`src/rtl/core/pems_pkg.sv`:
```
// ----------------------------------------------------------------------------
// pems_pkg
// Shared types, register indexes, reset values and Q16.16 clip helpers for
// the polar Euler motion step block.
// ----------------------------------------------------------------------------
`default_nettype none

package pems_pkg;

	// fixed-point format
	localparam int Q_W    = 32;
	localparam int Q_FRAC = 16;
	localparam int P_W    = 2 * Q_W;
	localparam int H_W    = 31;
	localparam int IDX_W  = 6;

	// configuration register indexes
	localparam int CFG_IDX_W = 3;
	localparam logic [CFG_IDX_W-1:0] REG_TIME_STEP        = 3'd0;
	localparam logic [CFG_IDX_W-1:0] REG_ACCEL_TANGENTIAL = 3'd1;
	localparam logic [CFG_IDX_W-1:0] REG_ACCEL_RADIAL     = 3'd2;
	localparam logic [CFG_IDX_W-1:0] REG_INIT_RADIUS      = 3'd3;
	localparam logic [CFG_IDX_W-1:0] REG_INIT_RADIAL_RATE = 3'd4;
	localparam logic [CFG_IDX_W-1:0] REG_INIT_ANG_RATE    = 3'd5;
	localparam logic [CFG_IDX_W-1:0] REG_INIT_ANGLE       = 3'd6;

	typedef logic signed [Q_W-1:0] q_t;

	// register reset values
	localparam logic [H_W-1:0] TIME_STEP_RST   = 31'd655;
	localparam q_t             INIT_RADIUS_RST = 32'sd65536;

	localparam q_t Q_MAX = 32'sh7fff_ffff;
	localparam q_t Q_MIN = 32'sh8000_0000;

	typedef struct packed {
		q_t   val;
		logic sat;
	} q_clip_t;

	// multiplier operand pairs
	typedef enum logic [2:0] {
		MS_NONE,
		MS_RP_TP,
		MS_TP_TP,
		MS_H_RP,
		MS_H_TP,
		MS_R_A,
		MS_H_C,
		MS_H_Q
	} mul_sel_t;

	// what the post stage does with the registered product
	typedef enum logic [3:0] {
		PS_NONE,
		PS_NUM,
		PS_A,
		PS_NR,
		PS_NANG,
		PS_C,
		PS_NRP,
		PS_NTP,
		PS_HOLD,
		PS_QSAT
	} post_sel_t;

	// controller to datapath
	typedef struct packed {
		logic      clr;
		logic      load;
		logic      fault;
		logic      div_start;
		logic      commit;
		logic      publish;
		mul_sel_t  mul_sel;
		post_sel_t post_sel;
	} pems_cmd_t;

	// datapath to controller
	typedef struct packed {
		logic r_zero;
		logic div_busy;
	} pems_sts_t;

	// clip a shifted product to Q16.16
	function automatic q_clip_t clip_wide(input logic signed [P_W-1:0] v);
		q_clip_t r;
		logic    hi_ones;
		logic    hi_zeros;
		hi_ones  = &v[P_W-1:Q_W-1];
		hi_zeros = ~|v[P_W-1:Q_W-1];
		r.sat    = ~(hi_ones | hi_zeros);
		if (r.sat) begin
			r.val = v[P_W-1] ? Q_MIN : Q_MAX;
		end else begin
			r.val = v[Q_W-1:0];
		end
		return r;
	endfunction

	// clip a one-bit-grown sum to Q16.16
	function automatic q_clip_t clip_sum(input logic signed [Q_W:0] v);
		q_clip_t r;
		r.sat = v[Q_W] ^ v[Q_W-1];
		if (r.sat) begin
			r.val = v[Q_W] ? Q_MIN : Q_MAX;
		end else begin
			r.val = v[Q_W-1:0];
		end
		return r;
	endfunction

endpackage

`default_nettype wire

```
`src/rtl/core/polar_euler_motion_step.sv`:
```
// ----------------------------------------------------------------------------
// polar_euler_motion_step
// Explicit Euler integration of planar motion in polar coordinates, signed
// Q16.16. A restart beat loads radius, radial rate, angular rate and angle
// from the init registers and reports them as step 0; every other beat up
// to step STEPS-1 advances all four from their old values, with saturation
// (the angular rate is held on a zero radius), and reports one result beat.
// The seven products run on one shared 32x32 multiplier alongside the
// 32-iteration radix-2 divider (one quotient bit per cycle), and the last
// product waits for the quotient. Restart beats and beats after the run is
// complete (STEPS-1 steps) skip the arithmetic and go straight to publish.
// One beat is in work at a time; the input stalls until its result has
// entered the output register, which holds while the output is stalled. The
// configuration port is always ready and must only be written while idle.
// ----------------------------------------------------------------------------
`default_nettype none

module polar_euler_motion_step #(
	parameter int STEPS = 64
) (
	input  logic                              clk,
	input  logic                              arst_n,
	// configuration
	input  logic                              cfg_valid,
	output logic                              cfg_ready,
	input  logic [pems_pkg::CFG_IDX_W-1:0]    cfg_index,
	input  logic [pems_pkg::Q_W-1:0]          cfg_data,
	// input beats
	input  logic                              in_valid,
	output logic                              in_stall,
	input  logic                              restart,
	// result beats
	output logic                              out_valid,
	input  logic                              out_stall,
	output logic [pems_pkg::IDX_W-1:0]        step_index,
	output pems_pkg::q_t                      radius_out,
	output pems_pkg::q_t                      radial_rate_out,
	output pems_pkg::q_t                      ang_rate_out,
	output pems_pkg::q_t                      angle_out,
	output logic                              last,
	output logic                              div_fault,
	output logic                              saturated
);
	import pems_pkg::*;

	pems_cmd_t cmd;
	pems_sts_t sts;

	assign cfg_ready = 1'b1;

	pems_ctrl #(
		.STEPS (STEPS)
	) u_ctrl (
		.clk        (clk),
		.arst_n     (arst_n),
		.in_valid   (in_valid),
		.in_stall   (in_stall),
		.restart    (restart),
		.out_valid  (out_valid),
		.out_stall  (out_stall),
		.step_index (step_index),
		.last       (last),
		.cmd        (cmd),
		.sts        (sts)
	);

	pems_dp u_dp (
		.clk             (clk),
		.arst_n          (arst_n),
		.cfg_wr          (cfg_valid & cfg_ready),
		.cfg_index       (cfg_index),
		.cfg_data        (cfg_data),
		.cmd             (cmd),
		.sts             (sts),
		.radius_out      (radius_out),
		.radial_rate_out (radial_rate_out),
		.ang_rate_out    (ang_rate_out),
		.angle_out       (angle_out),
		.div_fault       (div_fault),
		.saturated       (saturated)
	);

`ifndef SYNTH
	// one beat in work at a time
	a_single_beat: assert property (@(posedge clk) disable iff (!arst_n)
		(in_valid && !in_stall) |=> in_stall)
		else $error("input accepted while a beat is in work");

	// divider only started on a nonzero radius and when free
	a_div_start: assert property (@(posedge clk) disable iff (!arst_n)
		cmd.div_start |-> (!sts.r_zero && !sts.div_busy))
		else $error("divider started on zero radius or while busy");

	// state never updated under a running division
	a_commit_idle: assert property (@(posedge clk) disable iff (!arst_n)
		cmd.commit |-> !sts.div_busy)
		else $error("state committed while divider busy");

	// last flag matches the reported index
	a_last_index: assert property (@(posedge clk) disable iff (!arst_n)
		(out_valid && last) |-> (step_index == IDX_W'((STEPS - 1) % (2 ** IDX_W))))
		else $error("last set on a wrong step index");
`endif

endmodule

`default_nettype wire

```
`src/rtl/core/pems_div.sv`:
```
// ----------------------------------------------------------------------------
// pems_div
// Radix-2 restoring divider for (num * 2^16) / den, rounded toward zero and
// clipped to Q16.16. One quotient bit per cycle, then the sign and clip are registered.
// ----------------------------------------------------------------------------
`default_nettype none

module pems_div (
	input  logic          clk,
	input  logic          arst_n,
	input  logic          start,
	input  pems_pkg::q_t  num,
	input  pems_pkg::q_t  den,
	output logic          busy,
	output pems_pkg::q_t  quo,
	output logic          sat
);
	import pems_pkg::*;

	localparam int CNT_W = $clog2(Q_W);

	logic             run_q;
	logic             fin_q;
	logic [CNT_W-1:0] cnt_q;
	logic [Q_W-1:0]   rem_q;
	logic [Q_W-1:0]   sh_q;
	logic [Q_W-1:0]   dmag_q;
	logic             neg_q;
	logic             ovf_q;
	q_t               quo_q;
	logic             sat_q;

	logic [Q_W-1:0]   nmag;
	logic [Q_W-1:0]   dmag;
	logic [Q_W+1:0]   diff;
	logic             ge;
	q_t               fin_val;
	logic             fin_sat;

	// operand magnitudes
	assign nmag = num[Q_W-1] ? Q_W'(-num) : num;
	assign dmag = den[Q_W-1] ? Q_W'(-den) : den;

	// trial subtract of the shifted remainder
	assign diff = {1'b0, rem_q, sh_q[Q_W-1]} - {2'b00, dmag_q};
	assign ge   = ~diff[Q_W+1];

	// sequencing
	always_ff @(posedge clk or negedge arst_n) begin
		if (!arst_n) begin
			run_q <= 1'b0;
			fin_q <= 1'b0;
			cnt_q <= '0;
		end else begin
			if (start) begin
				run_q <= 1'b1;
				fin_q <= 1'b0;
				cnt_q <= '0;
			end else if (run_q) begin
				cnt_q <= cnt_q + 1'b1;
				if (cnt_q == CNT_W'(Q_W - 1)) begin
					run_q <= 1'b0;
					fin_q <= 1'b1;
				end
			end else begin
				fin_q <= 1'b0;
			end
		end
	end

	// remainder and quotient shift register
	always_ff @(posedge clk) begin
		if (start) begin
			rem_q  <= {Q_FRAC'(0), nmag[Q_W-1:Q_FRAC]};
			sh_q   <= {nmag[Q_FRAC-1:0], {Q_FRAC{1'b0}}};
			dmag_q <= dmag;
			neg_q  <= num[Q_W-1] ^ den[Q_W-1];
			ovf_q  <= {Q_FRAC'(0), nmag[Q_W-1:Q_FRAC]} >= dmag;
		end else if (run_q) begin
			rem_q <= ge ? diff[Q_W-1:0] : {rem_q[Q_W-2:0], sh_q[Q_W-1]};
			sh_q  <= {sh_q[Q_W-2:0], ge};
		end
	end

	// sign and clip of the magnitude quotient
	always_comb begin
		fin_val = sh_q;
		fin_sat = 1'b0;
		if (ovf_q) begin
			fin_sat = 1'b1;
			fin_val = neg_q ? Q_MIN : Q_MAX;
		end else if (neg_q) begin
			if (sh_q[Q_W-1] && (|sh_q[Q_W-2:0])) begin
				fin_sat = 1'b1;
				fin_val = Q_MIN;
			end else begin
				fin_val = q_t'(Q_W'(-sh_q));
			end
		end else if (sh_q[Q_W-1]) begin
			fin_sat = 1'b1;
			fin_val = Q_MAX;
		end
	end

	always_ff @(posedge clk) begin
		if (fin_q) begin
			quo_q <= fin_val;
			sat_q <= fin_sat;
		end
	end

	assign busy = run_q | fin_q;
	assign quo  = quo_q;
	assign sat  = sat_q;

endmodule

`default_nettype wire

```
`src/rtl/core/pems_dp.sv`:
```
// ----------------------------------------------------------------------------
// pems_dp
// Datapath: configuration registers, motion state, one shared 32x32
// multiplier with a shift/clip/add post stage, the divider and the result
// register.
// ----------------------------------------------------------------------------
`default_nettype none

module pems_dp (
	input  logic                               clk,
	input  logic                               arst_n,
	input  logic                               cfg_wr,
	input  logic [pems_pkg::CFG_IDX_W-1:0]     cfg_index,
	input  logic [pems_pkg::Q_W-1:0]           cfg_data,
	input  pems_pkg::pems_cmd_t                cmd,
	output pems_pkg::pems_sts_t                sts,
	output pems_pkg::q_t                       radius_out,
	output pems_pkg::q_t                       radial_rate_out,
	output pems_pkg::q_t                       ang_rate_out,
	output pems_pkg::q_t                       angle_out,
	output logic                               div_fault,
	output logic                               saturated
);
	import pems_pkg::*;

	// configuration
	logic [H_W-1:0] h_q;
	q_t             at_q;
	q_t             ar_q;
	q_t             ir_q;
	q_t             irp_q;
	q_t             itp_q;
	q_t             iang_q;

	// motion state
	q_t r_q;
	q_t rp_q;
	q_t tp_q;
	q_t ang_q;

	// intermediates and next state
	q_t num_q;
	q_t a_q;
	q_t c_q;
	q_t nr_q;
	q_t nrp_q;
	q_t ntp_q;
	q_t nang_q;

	logic fault_q;
	logic sat_q;

	// result register
	q_t   r_out_q;
	q_t   rp_out_q;
	q_t   tp_out_q;
	q_t   ang_out_q;
	logic fault_out_q;
	logic sat_out_q;

	// multiplier
	q_t                    h_ext;
	q_t                    mul_a;
	q_t                    mul_b;
	logic signed [P_W-1:0] mul_p;
	logic signed [P_W-1:0] prod_q;

	// post stage
	logic signed [P_W-1:0] shifted;
	q_clip_t               tc;
	q_t                    base;
	logic signed [Q_W:0]   sum;
	q_clip_t               sc;
	logic                  post_sat;

	// divider
	q_t   div_quo;
	logic div_sat;
	logic div_busy;

	assign h_ext = q_t'({1'b0, h_q});

	// configuration writes
	always_ff @(posedge clk or negedge arst_n) begin
		if (!arst_n) begin
			h_q    <= TIME_STEP_RST;
			at_q   <= '0;
			ar_q   <= '0;
			ir_q   <= INIT_RADIUS_RST;
			irp_q  <= '0;
			itp_q  <= '0;
			iang_q <= '0;
		end else if (cfg_wr) begin
			unique case (cfg_index)
				REG_TIME_STEP:        h_q    <= cfg_data[H_W-1:0];
				REG_ACCEL_TANGENTIAL: at_q   <= cfg_data;
				REG_ACCEL_RADIAL:     ar_q   <= cfg_data;
				REG_INIT_RADIUS:      ir_q   <= cfg_data;
				REG_INIT_RADIAL_RATE: irp_q  <= cfg_data;
				REG_INIT_ANG_RATE:    itp_q  <= cfg_data;
				REG_INIT_ANGLE:       iang_q <= cfg_data;
				default: ;
			endcase
		end
	end

	// operand select
	always_comb begin
		mul_a = '0;
		mul_b = '0;
		unique case (cmd.mul_sel)
			MS_NONE: begin
				mul_a = '0;
				mul_b = '0;
			end
			MS_RP_TP: begin
				mul_a = rp_q;
				mul_b = tp_q;
			end
			MS_TP_TP: begin
				mul_a = tp_q;
				mul_b = tp_q;
			end
			MS_H_RP: begin
				mul_a = h_ext;
				mul_b = rp_q;
			end
			MS_H_TP: begin
				mul_a = h_ext;
				mul_b = tp_q;
			end
			MS_R_A: begin
				mul_a = r_q;
				mul_b = a_q;
			end
			MS_H_C: begin
				mul_a = h_ext;
				mul_b = c_q;
			end
			MS_H_Q: begin
				mul_a = h_ext;
				mul_b = div_quo;
			end
		endcase
	end

	assign mul_p = mul_a * mul_b;

	always_ff @(posedge clk) begin
		prod_q <= mul_p;
	end

	// floor shift, clip, then add to the base operand (the numerator term is
	// subtracted) and clip again; it has the factor 2, so it shifts one bit less
	assign shifted = (cmd.post_sel == PS_NUM) ? (prod_q >>> (Q_FRAC - 1))
	                                          : (prod_q >>> Q_FRAC);
	assign tc = clip_wide(shifted);

	always_comb begin
		base = '0;
		unique case (cmd.post_sel)
			PS_NUM:  base = at_q;
			PS_NR:   base = r_q;
			PS_NANG: base = ang_q;
			PS_C:    base = ar_q;
			PS_NRP:  base = rp_q;
			PS_NTP:  base = tp_q;
			default: base = '0;
		endcase
	end

	assign sum = (cmd.post_sel == PS_NUM) ? ({base[Q_W-1], base} - {tc.val[Q_W-1], tc.val})
	                                      : ({base[Q_W-1], base} + {tc.val[Q_W-1], tc.val});
	assign sc  = clip_sum(sum);

	always_comb begin
		post_sat = 1'b0;
		unique case (cmd.post_sel)
			PS_A:    post_sat = tc.sat;
			PS_NUM, PS_NR, PS_NANG, PS_C, PS_NRP, PS_NTP:
			         post_sat = tc.sat | sc.sat;
			PS_QSAT: post_sat = div_sat;
			default: post_sat = 1'b0;
		endcase
	end

	// intermediate and next-state registers
	always_ff @(posedge clk) begin
		unique case (cmd.post_sel)
			PS_NUM:  num_q  <= sc.val;
			PS_A:    a_q    <= tc.val;
			PS_NR:   nr_q   <= sc.val;
			PS_NANG: nang_q <= sc.val;
			PS_C:    c_q    <= sc.val;
			PS_NRP:  nrp_q  <= sc.val;
			PS_NTP:  ntp_q  <= sc.val;
			PS_HOLD: ntp_q  <= tp_q;
			default: ;
		endcase
	end

	// motion state and step flags
	always_ff @(posedge clk or negedge arst_n) begin
		if (!arst_n) begin
			r_q     <= '0;
			rp_q    <= '0;
			tp_q    <= '0;
			ang_q   <= '0;
			fault_q <= 1'b0;
			sat_q   <= 1'b0;
		end else begin
			if (cmd.load) begin
				r_q   <= ir_q;
				rp_q  <= irp_q;
				tp_q  <= itp_q;
				ang_q <= iang_q;
			end else if (cmd.commit) begin
				r_q   <= nr_q;
				rp_q  <= nrp_q;
				tp_q  <= ntp_q;
				ang_q <= nang_q;
			end
			if (cmd.clr) begin
				fault_q <= 1'b0;
				sat_q   <= 1'b0;
			end else begin
				fault_q <= fault_q | cmd.fault;
				sat_q   <= sat_q | post_sat;
			end
		end
	end

	// result register
	always_ff @(posedge clk) begin
		if (cmd.publish) begin
			r_out_q     <= r_q;
			rp_out_q    <= rp_q;
			tp_out_q    <= tp_q;
			ang_out_q   <= ang_q;
			fault_out_q <= fault_q;
			sat_out_q   <= sat_q;
		end
	end

	pems_div u_div (
		.clk    (clk),
		.arst_n (arst_n),
		.start  (cmd.div_start),
		.num    (num_q),
		.den    (r_q),
		.busy   (div_busy),
		.quo    (div_quo),
		.sat    (div_sat)
	);

	assign sts.r_zero   = (r_q == '0);
	assign sts.div_busy = div_busy;

	assign radius_out      = r_out_q;
	assign radial_rate_out = rp_out_q;
	assign ang_rate_out    = tp_out_q;
	assign angle_out       = ang_out_q;
	assign div_fault       = fault_out_q;
	assign saturated       = sat_out_q;

endmodule

`default_nettype wire

```
`src/rtl/core/pems_ctrl.sv`:
```
// ----------------------------------------------------------------------------
// pems_ctrl
// Controller: input and output handshakes, step counter and the schedule of
// multiplier, post-stage and divider commands for one Euler step.
// ----------------------------------------------------------------------------
`default_nettype none

module pems_ctrl #(
	parameter int STEPS = 64
) (
	input  logic                        clk,
	input  logic                        arst_n,
	input  logic                        in_valid,
	output logic                        in_stall,
	input  logic                        restart,
	output logic                        out_valid,
	input  logic                        out_stall,
	output logic [pems_pkg::IDX_W-1:0]  step_index,
	output logic                        last,
	output pems_pkg::pems_cmd_t         cmd,
	input  pems_pkg::pems_sts_t         sts
);
	import pems_pkg::*;

	localparam int CNT_W = ($clog2(STEPS) > IDX_W) ? $clog2(STEPS) : IDX_W;

	localparam logic [3:0] S_IDLE   = 4'd0;
	localparam logic [3:0] S_MUL0   = 4'd1;
	localparam logic [3:0] S_MUL1   = 4'd2;
	localparam logic [3:0] S_MUL2   = 4'd3;
	localparam logic [3:0] S_MUL3   = 4'd4;
	localparam logic [3:0] S_MUL4   = 4'd5;
	localparam logic [3:0] S_MUL5   = 4'd6;
	localparam logic [3:0] S_MUL6   = 4'd7;
	localparam logic [3:0] S_MUL7   = 4'd8;
	localparam logic [3:0] S_DWAIT  = 4'd9;
	localparam logic [3:0] S_MUL9   = 4'd10;
	localparam logic [3:0] S_COMMIT = 4'd11;
	localparam logic [3:0] S_PUB    = 4'd12;

	logic [3:0]       state_q;
	logic [3:0]       state_d;
	logic [CNT_W-1:0] cnt_q;
	logic             out_valid_q;
	logic [IDX_W-1:0] idx_q;
	logic             last_q;

	logic accept;
	logic full;
	logic pub_ok;

	assign in_stall = (state_q != S_IDLE);
	assign accept   = in_valid & ~in_stall;
	assign full     = (cnt_q == CNT_W'(STEPS - 1));
	assign pub_ok   = ~out_valid_q | ~out_stall;

	// step schedule
	always_comb begin
		cmd          = '0;
		cmd.mul_sel  = MS_NONE;
		cmd.post_sel = PS_NONE;
		state_d      = state_q;
		unique case (state_q)
			S_IDLE: begin
				if (accept) begin
					cmd.clr = 1'b1;
					if (restart) begin
						cmd.load = 1'b1;
						state_d  = S_PUB;
					end else if (full) begin
						state_d = S_PUB;
					end else begin
						state_d = S_MUL0;
					end
				end
			end
			S_MUL0: begin
				cmd.mul_sel = MS_RP_TP;
				state_d     = S_MUL1;
			end
			S_MUL1: begin
				cmd.mul_sel  = MS_TP_TP;
				cmd.post_sel = sts.r_zero ? PS_NONE : PS_NUM;
				state_d      = S_MUL2;
			end
			S_MUL2: begin
				cmd.mul_sel   = MS_H_RP;
				cmd.post_sel  = PS_A;
				cmd.div_start = ~sts.r_zero;
				cmd.fault     = sts.r_zero;
				state_d       = S_MUL3;
			end
			S_MUL3: begin
				cmd.mul_sel  = MS_H_TP;
				cmd.post_sel = PS_NR;
				state_d      = S_MUL4;
			end
			S_MUL4: begin
				cmd.mul_sel  = MS_R_A;
				cmd.post_sel = PS_NANG;
				state_d      = S_MUL5;
			end
			S_MUL5: begin
				cmd.post_sel = PS_C;
				state_d      = S_MUL6;
			end
			S_MUL6: begin
				cmd.mul_sel = MS_H_C;
				state_d     = S_MUL7;
			end
			S_MUL7: begin
				cmd.post_sel = PS_NRP;
				state_d      = S_DWAIT;
			end
			S_DWAIT: begin
				if (!sts.div_busy) begin
					cmd.mul_sel  = MS_H_Q;
					cmd.post_sel = sts.r_zero ? PS_NONE : PS_QSAT;
					state_d      = S_MUL9;
				end
			end
			S_MUL9: begin
				cmd.post_sel = sts.r_zero ? PS_HOLD : PS_NTP;
				state_d      = S_COMMIT;
			end
			S_COMMIT: begin
				cmd.commit = 1'b1;
				state_d    = S_PUB;
			end
			S_PUB: begin
				if (pub_ok) begin
					cmd.publish = 1'b1;
					state_d     = S_IDLE;
				end
			end
			default: state_d = S_IDLE;
		endcase
	end

	// state, step counter and output valid
	always_ff @(posedge clk or negedge arst_n) begin
		if (!arst_n) begin
			state_q     <= S_IDLE;
			cnt_q       <= '0;
			out_valid_q <= 1'b0;
		end else begin
			state_q <= state_d;
			if (accept && restart) begin
				cnt_q <= '0;
			end else if (cmd.commit) begin
				cnt_q <= cnt_q + 1'b1;
			end
			if (cmd.publish) begin
				out_valid_q <= 1'b1;
			end else if (out_valid_q && !out_stall) begin
				out_valid_q <= 1'b0;
			end
		end
	end

	// index and last flag of the published beat
	always_ff @(posedge clk) begin
		if (cmd.publish) begin
			idx_q  <= cnt_q[IDX_W-1:0];
			last_q <= full;
		end
	end

	assign out_valid  = out_valid_q;
	assign step_index = idx_q;
	assign last       = last_q;

endmodule

`default_nettype wire

```
`config.mk`:
```
export PLATFORM = sky130hd
export DESIGN_NAME = polar_euler_motion_step
export DESIGN_NICKNAME = d
export VERILOG_FILES = /design/src/rtl/core/pems_pkg.sv /design/src/rtl/core/polar_euler_motion_step.sv /design/src/rtl/core/pems_div.sv /design/src/rtl/core/pems_dp.sv /design/src/rtl/core/pems_ctrl.sv
export SDC_FILE = /design/constraint.sdc
export NUM_CORES = 2
export LEC_CHECK = 0
export BUFFER_PORTS_ARGS = -buffer_cell sky130_fd_sc_hd__buf_4
export CAP_MARGIN = 20
export CORE_UTILIZATION = 55
export DETAILED_ROUTE_END_ITERATION = 10
export GPL_TIMING_DRIVEN = 1
export HOLD_SLACK_MARGIN = 0.05
export PLACE_DENSITY = 0.71
export SYNTH_ARGS = -nofsm -noshare
export SYNTH_HDL_FRONTEND = slang
export SYNTH_HIERARCHICAL = 1
export SYNTH_SLANG_ARGS = --single-unit
```
`constraint.sdc`:
```
create_clock -name clk -period 32.8 [get_ports clk]
set_input_delay 1.64 -clock clk [delete_from_list [all_inputs] [get_ports clk]]
set_output_delay 1.64 -clock clk [all_outputs]
set_load 0.05 [all_outputs]
```
# [Word level (Yosys, flattened, before mapping)]
# Cells that the tools add are included.
[op_classes] mux=67 n_reduce_logical=29 mul=1 addsub=8 magnitude_cmp=1 bitwise=15 eq_ne=40
[ops] operator="$mux 32" count=21
[ops] operator="$pmux 32 s6" count=2
[ops] operator="$pmux 32 s5" count=1
[ops] operator="$neg 32->32" count=3
[ops] operator="$mul 32x32->64" count=1
[ops] operator="$pmux 32 s2" count=1
[ops] operator="$pmux 4 s13" count=1
[ops] operator="$mux 48" count=1
[ops] operator="$sub 33x32->34" count=1
[ops] operator="$add 32x32->33" count=1
[ops] operator="$mux 33" count=1
[ops] operator="$reduce_and 33->1" count=1
[ops] operator="$reduce_or 33->1" count=1
[ops] operator="$sub 32x32->33" count=1
[ops] operator="$eq 4x3->1 const B" count=8
[ops] operator="$ge 16x32->1" count=1
[ops] operator="$logic_not 32->1" count=1
[ops] operator="$mux 16" count=2
[ops] operator="$pmux 4 s8" count=1
[ops] operator="$mux 31" count=1
[ops] operator="$reduce_or 31->1" count=1
[ops] operator="$eq 4x4->1 const B" count=7
[ops] operator="$mux 4" count=7
[ops] operator="$eq 3x3->1 const B" count=7
[ops] operator="33 further kinds" count=88
[totals] word_cells=205 input_bits=41 out_inout_bits=140 regBits=927

# [Logic depth before layout (Yosys ltp)]
[depth] ltp_word=17 mapped_depth=45 mapped_depth_nobuf=37

# [Cells and area by module]
# The synthesis kept the hierarchy.
[by_module_without_submodules] mod="pems_dp" cells_each=6395 instances=1 area_each_um2=67457.2 seq_area_each_um2=20453.4
[by_module_without_submodules] mod="pems_div" cells_each=1078 instances=1 area_each_um2=9710.6 seq_area_each_um2=3788.6
[by_module_without_submodules] mod="pems_ctrl" cells_each=107 instances=1 area_each_um2=1032.2 seq_area_each_um2=485.5
[by_module_without_submodules] mod="polar_euler_motion_step" cells_each=2 instances=1 area_each_um2=11.3 seq_area_each_um2=0.0

# [Worst setup path before layout]
# Ideal clock, no wire load.
[synth_timing] path_kind="input to register" from="input out_stall" to="register u_ctrl.last_q (netlist: u_ctrl/last) (enable)" arrival_time_ns=22.448 t_required_ns=31.437 setup_ns=1.363 path_buffers=0 slack_ns=8.989 path_stages=1 path_cell_list="a2111oi_0"
[synth_via] elab_chain_len=4
[synth_lines] element="start, declared" line="polar_euler_motion_step.sv:34" rtl="input logic out_stall,"
[synth_lines] element="$not 1->1" line="pems_ctrl.sv:55" rtl="assign pub_ok = ~out_valid_q | ~out_stall;"
[synth_lines] element="$or 1x1->1" line="pems_ctrl.sv:55"
[synth_lines] element="$mux 1" line="pems_ctrl.sv:131" rtl="if (pub_ok) begin"
[synth_lines] element="$mux 1" line="pems_ctrl.sv:63" rtl="unique case (state_q)"
[synth_lines] element="end signal, assigned" line="pems_ctrl.sv:165" rtl="last_q <= full;"
[synth_lines] element="end, declared" line="pems_ctrl.sv:46" rtl="logic last_q;"
# No other way between the ends.
# A chain may end at the register's enable or synchronous reset.

==> impl_metrics.json <==
{
  "outcome": "completed",
  "grt_first_pass_wirelength_mm": 395,
  "grt_max_degree": 140,
  "final.setup.worst_slack_ns": 20.29,
  "postCtsSetupBuffers": 0,
  "synthFlopType": "edfxtp_1",
  "reg2reg_depth": 35,
  "start_util": 0.554,
  "slew-limit-headroom": 0.201,
  "yosysWarnings": 6,
  "final_common_cell": "inv_1",
  "rows": 138,
  "syn_nets": 8973,
  "cts_made_buffers": 91,
  "layout.nets": 9024,
  "cp_max_fo": 50,
  "endpoint_kind": "flop",
  "skew_ns": 0.0615,
  "preCtsSetupSlack_ns": 20.56,
  "drive_above_1_share": 0.119,
  "critical_path.most_common_cell": "fa_1",
  "place_area_sq_um": 82100,
  "io_pins": 181,
  "worstSkewPairLatency_ns": 0.72,
  "syn_area_sq_um": 78200,
  "crit_slowest_cell": "a221o_1",
  "hp-class": "flop to flop",
  "cts_tree": "built",
  "async_flop_share": 0.407,
  "wl_per_cell_um": 27.8,
  "grt_pass1_vias": 60100,
  "core_area_sq_um": 141000,
  "ys_types": 102,
  "largest_reg_flops": 49,
  "h-tree-depth": 3,
  "rsz0062_at_grt": "false",
  "maxSlewViolCount": 0,
  "clkTransAtPathRegs_ns": 0.07,
  "syn-instance-count": 7582,
  "setup_tns_ns": 0,
  "whs_path_depth": 2,
  "setup.worst_path.class": "flop to flop",
  "final.fill_count": 11700,
  "clockRootBuffer": "clkbuf_16",
  "finalHoldViolations": 0,
  "globalplace.congestion": 1.03,
  "viasPerCell": 6.23,
  "start_kind": "flop",
  "die-area_sq_um": 144000,
  "drt-initial-drc-count": 7343,
  "numPortBuffers": 179,
  "die_width_um": 379,
  "clock_sinks": 912,
  "syn2layout_area_growth_pct": 9.27,
  "cp_slowest_stage_delay_ns": 1.02,
  "setup_viol": 0,
  "synth_top_area_frac": 0.277,
  "ctsResizeCount": 0,
  "antenna_found_initial": 23,
  "drt_pass1_iterations": 8,
  "cp_data_arrival_time_ns": 13.11,
  "drc_errors": 0,
  "fin_crit_sh": 0.381,
  "fmax_mhz": 79.9,
  "wirelength_mm": 267,
  "synth_seq_cells": 912,
  "antenna_left": 0,
  "fin_crit_ns": 12.51,
  "tightest_slew_ns": 1.20,
  "die_y_um": 379,
  "cap_viol_max_count": 0,
  "place_hpwl_mm": 197,
  "top_register": "u_dp/prod_q",
  "syn_area_per_cell_sq_um": 10.3,
  "mostFrequentLayoutCells": "inv_1, fa_1, nand2_1",
  "vias": 60000,
  "overflow": 0,
  "critPathRequiredTime_ns": 33.40,
  "synth_edf_count": 460,
  "track_usage": 0.380,
  "cts_hold_buf": 0,
  "synth-seq-area-share": 0.316,
  "synth_top_area_cell": "fa_1",
  "clockBufferDepth": 3,
  "synth_area_leaders": "fa_1, edfxtp_1, dfrtp_1, inv_1, nand2_1",
  "design_area_sq_um": 85500
}
stage by stage:
stage,std cells,hold slack (ns),util
finish,9628,0.478,0.605
global placement,9427,0.454,0.581
global route,9601,0.497,0.605
CTS,9600,0.477,0.605
floorplan,7582,0.423,-
detailed placement,9430,0.461,0.581
cells in the mapped netlist (all sizes together) (54+ instances only):
cell and number:
a21o 96, a21oi 184, a22oi 159, a31oi 54, clkbuf 361, dfrtp 364, dfxtp 81, edfxtp 460
fa 1083, ha 267, inv 1130, mux2 262, mux2i 152, nand2 923, nand3 84, nor2 679
nor3 66, o21ai 289, xnor2 121, xor2 76
cells by family after synthesis:
logic type	Yosys count	share of synthesized area
compound gates	1118	0.0957
xor+xnor	197	0.0221
fa+ha+maj	1358	0.321
buf+inv	1545	0.0756
flops	912	0.316
mux	414	0.0576
other cells	1	0.0000479
simple gates	2037	0.112
area by class of cell:
type	count	area, sq um	area share
multi-input cells	5125	48000	0.561
flip-flops and latches	912	24700	0.289
inverters	1131	4250	0.0498
repair buffers	372	2820	0.0330
clock buffers	127	2680	0.0313
well taps	1890	2360	0.0277
clock inverters	43	591	0.00691
diodes	28	70.1	0.000820
path summary, 6_finish.rpt:
path	from	endpoint	slack, ns
worst max-delay path	u_dp/u_div/fin_q$_DFFE_PN0P_	u_dp/prod_q[62]$_DFF_P_	20.29
worst min-delay path	u_dp/itp_q[2]$_DFFE_PN0P_	u_dp/tp_q[2]$_DFFE_PN0P_	0.48
max in group asynchronous	arst_n	u_dp/h_q[6]$_DFFE_PN0P_	29.00
worst min register to register	u_dp/itp_q[2]$_DFFE_PN0P_	u_dp/tp_q[2]$_DFFE_PN0P_	0.48
worst max register to register	u_dp/u_div/fin_q$_DFFE_PN0P_	u_dp/prod_q[62]$_DFF_P_	20.29
min in group asynchronous	arst_n	u_dp/iang_q[18]$_DFFE_PN0P_	0.95
worst max-delay path: cells and delay by family, from the launching register on:
family | cells | cell delay [ns]
XOR/XNOR | 1 | 0.16
flip-flops | 1 | 0.36
adder cells (fa/ha/maj) | 9 | 4.40
AO/OA/AOI/OAI | 13 | 4.81
AND/OR/NAND/NOR | 5 | 1.51
buffers and inverters | 7 | 1.06
per-layer routing:
layer	global-route usage	vias to the layer above	part of all wire
met2	0.547	3797	0.43
met5	0	-	0.00030
li1	-	25000	-
met4	0.211	12	0.065
met1	0.503	30400	0.37
met3	0.130	783	0.14
Power is left out: the tool's default activity adds up to more than one toggle a clock period on the data nets, which glitch-free logic cannot reach.
